==> src/design/mtf_pkg.sv <==
// Shared constants, types and helpers for the max-tracking queue.
`default_nettype none

package mtf_pkg;

    // Default queue depth
    localparam int DEPTH_DEFAULT = 256;

    // Width of one stored value and of the signed result words
    localparam int VALUE_W = 31;
    localparam int WORD_W  = 32;
    localparam int OCC_W   = 9;
    localparam int STAT_W  = 2;

    // Operation codes carried in the input tuser
    localparam logic KIND_PUSH = 1'b0;
    localparam logic KIND_POP  = 1'b1;

    // Status codes
    localparam logic [STAT_W-1:0] STAT_OK    = 2'd0;
    localparam logic [STAT_W-1:0] STAT_EMPTY = 2'd1;
    localparam logic [STAT_W-1:0] STAT_FULL  = 2'd2;

    // Result word that stands for "no value"
    localparam logic [WORD_W-1:0] NONE_WORD = {WORD_W{1'b1}};

    // Control broadcast to every cell of the row
    typedef struct packed {
        logic               push;
        logic               pop;
        logic [VALUE_W-1:0] push_value;
    } cell_ctrl_t;

    // Larger of two unsigned values
    function automatic logic [VALUE_W-1:0] max_val(
        input logic [VALUE_W-1:0] a,
        input logic [VALUE_W-1:0] b
    );
        max_val = (a > b) ? a : b;
    endfunction

endpackage

`default_nettype wire

==> src/design/mtf_cell.sv <==
// One queue cell: holds an entry and the maximum of itself and all younger entries.
`default_nettype none

module mtf_cell #(
    parameter int DEPTH = 256,
    parameter int INDEX = 0
) (
    input  wire                                   clk,
    input  mtf_pkg::cell_ctrl_t                   ctrl,
    input  wire  [$clog2(DEPTH+1)-1:0]            count,
    input  wire  [mtf_pkg::VALUE_W-1:0]           nb_value,
    input  wire  [mtf_pkg::VALUE_W-1:0]           nb_smax,
    output logic [mtf_pkg::VALUE_W-1:0]           value,
    output logic [mtf_pkg::VALUE_W-1:0]           smax
);
    import mtf_pkg::*;

    localparam int CNT_W = $clog2(DEPTH+1);
    localparam logic [CNT_W-1:0] IDX = CNT_W'(INDEX);

    logic [VALUE_W-1:0] value_reg;
    logic [VALUE_W-1:0] value_next;
    logic [VALUE_W-1:0] smax_reg;
    logic [VALUE_W-1:0] smax_next;
    logic               load_here;

    assign load_here = ctrl.push && (count == IDX);

    // Load at the tail, raise the suffix maximum on push, shift toward the head on pop
    always_comb
    begin
        value_next = value_reg;
        smax_next  = smax_reg;
        priority if (load_here)
        begin
            value_next = ctrl.push_value;
            smax_next  = ctrl.push_value;
        end
        else if (ctrl.push)
        begin
            smax_next = max_val(smax_reg, ctrl.push_value);
        end
        else if (ctrl.pop)
        begin
            value_next = nb_value;
            smax_next  = nb_smax;
        end
    end

    // Entry storage, undefined until written
    always_ff @(posedge clk)
    begin
        value_reg <= value_next;
        smax_reg  <= smax_next;
    end

    assign value = value_reg;
    assign smax  = smax_reg;

endmodule

`default_nettype wire

==> config.mk <==
export PLATFORM = sky130hd
export DESIGN_NAME = mtf_cell
export DESIGN_NICKNAME = d
export VERILOG_FILES = /design/src/design/mtf_pkg.sv /design/src/design/mtf_cell.sv
export SDC_FILE = /design/constraint.sdc
export NUM_CORES = 1
export LEC_CHECK = 0
export ABC_AREA = 0
export BUFFER_PORTS_ARGS = -buffer_cell sky130_fd_sc_hd__buf_2
export CAP_MARGIN = 20
export CORE_MARGIN = 5
export CORE_UTILIZATION = 50
export DETAILED_ROUTE_END_ITERATION = 8
export PLACE_DENSITY = 0.94
export SYNTH_ARGS = -nofsm -noshare
export SYNTH_HDL_FRONTEND = slang
export SYNTH_SLANG_ARGS = --single-unit
==> constraint.sdc <==
create_clock -name clk -period 10.8 [get_ports clk]
set_input_delay 1.62 -clock clk [delete_from_list [all_inputs] [get_ports clk]]
set_output_delay 1.62 -clock clk [all_outputs]
set_load 0.05 [all_outputs]
==> metrics.md <==
| Metric | Value |
|---|---|
| Fmax | `~260 MHz` |
| Max Root-Sink Buffers | `2` |
| Placed Instance Area | `4320 µm²` |
| Chip width | `~92 µm` |
| Outcome | `finished, final reports clean` |
| Ys async rst share | `0%` |
| Die height | `92.4 µm` |
| CP Buf/Inv Count | `2` |
| Hold buffer count at CTS | `0` |
| Max rail drop VDD | `0.101 mV` |
| Post-synth top area share | `between 50% and 60%` |
| Crit path max-delay family | `compound AO/OA/AOI/OAI gates` |
| Critical Path Fanout Max | `34` |
| Worst R2R Start | `smax[30]` |
| Least-Margin Pin Slew | `0.923 ns` |
| Hold Path Sink | `smax[2]` |
| Hold path startpoint | `smax[30]` |
| Lkg Pwr | `about 2.2 nW` |
| Post-DP HPWL | `7140 µm` |
| Final Critical Period | `~3.8 ns` |
| Avg Inst Size Synth | `11.9 µm²` |
| Synthesis Warnings | `0` |
| Final GP Congestion | `0.885` |
| Hold_ws | `about 1.2 ns` |
| Critical Path Source Type | `input pin` |
| EDFF count, synth | `62` |
| H-Tree Depth | `3` |
| Power Density | `154 nW/µm²` |
| Worst-case reg-to-reg path depth | `5` |
| R2R setup slack | `8.09 ns` |
| Max-cap violations | `0` |
| Slowest cell on the critical path | `o21bai_4` |
| DR WL/cell | `16.7 µm` |
| Antenna Nets Post-Route | `0` |
| Vias in the first global route | `2950` |
| N_diodes | `0` |
| # port buffers | `approximately 170` |
| IO Pins | `167` |
| Synth Flop Type | `edfxtp_1` |
| Crit. End Element | `flop` |
| Post-Syn Area | `approximately 3400 µm²` |
| Hold Vio Cnt, Final | `0` |
| Max-slew violation count | `0` |
| Worst path required time | `10.76 ns` |
| Fin crit share | `35.2%` |
| First DRT Iteration DRCs | `79` |
| Final Skew | `0.00907 ns` |
| Via count | `2764` |
| Final WL | `9000 µm` |
| Post-layout nets | `590` |
| FF+latch count, synth | `between 60 and 70` |
| Clk slew on worst S/H paths | `0.07 ns` |
| Gates resized, CTS repair | `0` |
| Final-report setup violation count | `0` |
| # rows | `30` |
| Detail-routed via count per cell | `5.13` |
| Design area | `4550 µm²` |
| WHS Path Cells | `4` |
| R2r endpoint | `smax[18]` |
| Residual DRC | `0` |
| Share of cells above drive strength 1 | `48.1%` |
| Postcts setup bufs | `0` |
| Synth area leader | `edfxtp_1` |
| Setup_tns | `0 ns` |
| Die area | `between 8000 and 9000 µm²` |
| Area contributors post-synth | `edfxtp_1, ha_1, mux2_2` |
| Clock buffers created by TritonCTS | `9` |
| Largest net degree at the start of global routing | `35` |
| GRT Residual Overflow | `0` |
| Worst path max stage delay | `0.75 ns` |
| GRT Overall Usage | `21.2%` |
| Register area share after synthesis | `54.9%` |
| RSZ-0062 raised after global routing | `no` |
| Critical Path AT | `3.76 ns` |
| Ordered list of cells on the worst path | `buf_2 -> inv_1 -> a2111oi_0 -> o31ai_1 -> o21bai_4` |
| Post-synthesis cell type count | `29` |
| Mapped Nets | `420` |
| CTS Sinks | `62` |
| Synth Instances | `284` |
| TritonCTS clock tree | `done` |
| First drt pass iteration count | `5` |
| Core area | `around 6700 µm²` |
| Initial antenna violation count | `0` |
| Hold/Removal Path Class | `flop to flop` |
| # fillers | `515` |
| Initial Utilization | `50.8%` |
| Slew HR | `38.3%` |
| Root Driver | `clkbuf_8` |
| First-pass GRT wire length | `14000 µm` |
| Synthesis-to-finish area growth | `34.2%` |
| Latest clock arrival within the worst-skew pair | `0.34 ns` |
| Critical path class | `input pin to flop` |
[synthesized netlist by cell type, types with 2 or more instances]
cell      instances
ha_1             31
buf_2             3
nand2_1          35
o31ai_1           2
nor2_1            3
a211oi_1          2
inv_1            35
clkbuf_1          7
edfxtp_1         62
mux2_2           32
o21ai_0           6
a21oi_1          12
nand3_1           2
o21ai_1          30
nand4_1           8
[worst min-delay path, cell delays in order, from the launching register on]
cell	delay [ns]
edfxtp_1	0.37
ha_1	0.16
a2111oi_0	0.07
o31ai_1	0.11
o21bai_4	0.28
[power by group]
part / switching (mW) / total [mW] / leakage [nW] / internal [mW]
clock: 0.0870 / 0.214 / 0.103 / 0.127
sequential: 0.00943 / 0.301 / 0.597 / 0.292
combinational: 0.128 / 0.185 / 1.50 / 0.0566
[stage by stage]
| step | worst slack, ns | util (%) | std cells | power, mW |
|---|---|---|---|---|
| 6_report | 7.00 | 68.1 | 539 | 0.700 |
| 5_1_grt | 6.81 | 68.1 | 539 | 0.732 |
| 4_1_cts | 6.95 | 67.7 | 538 | 0.703 |
| 2_1_floorplan | 6.14 | - | 284 | 0.433 |
| 3_3_place_gp | 6.77 | 64.6 | 522 | 0.484 |
| 3_5_place_dp | 6.58 | 64.6 | 522 | 0.490 |
[cell usage in the layout, fill, tap and decap left out, drive strengths merged, types with 4 or more instances in the layout]
master,n
buf,169
edfxtp,62
o21ai,36
inv,35
nand2,35
mux2,32
ha,31
a21oi,12
clkbuf,10
nand4,8
clkinv,4
[layout make-up]
class | instances | area, µm² | share of cell area, %
clock inverter | 6 | 76.3 | 1.68
multi-input combinational | 177 | 1380 | 30.3
inverter | 35 | 131 | 2.89
tap | 80 | 100 | 2.20
sequential | 62 | 1860 | 40.9
clock buffer | 10 | 128 | 2.80
timing repair buffer | 169 | 873 | 19.2
[how the worst max path moves through the flow]
stage,from,to,cells past startpoint
finish,ctrl[32],smax[23],5
global route,ctrl[32],smax[22],5
CTS,ctrl[32],smax[6],5
detailed placement,ctrl[32],smax[16],5
global placement,ctrl[32],smax[16],5
floorplan,ctrl[32],value[0],3
[kinds of logic after synthesis]
kind of cell | synth area share, %
DFF | 54.9
AOI/OAI and AO/OA | 9.52
muxes | 10.6
buffers and inverters | 5.09
and+or+nand+nor | 8.45
adders and majority gates | 11.4
[per-layer routing]
layer	GRT usage, %	part of all wire (%)	up-vias
met3	4.39	7.6	11
met2	40.4	55	108
li1	-	-	1390
met1	22.4	36	1255
met5	0	0	-
met4	9.03	1.6	0
No activity file was read; power rests on OpenSTA's default activity.
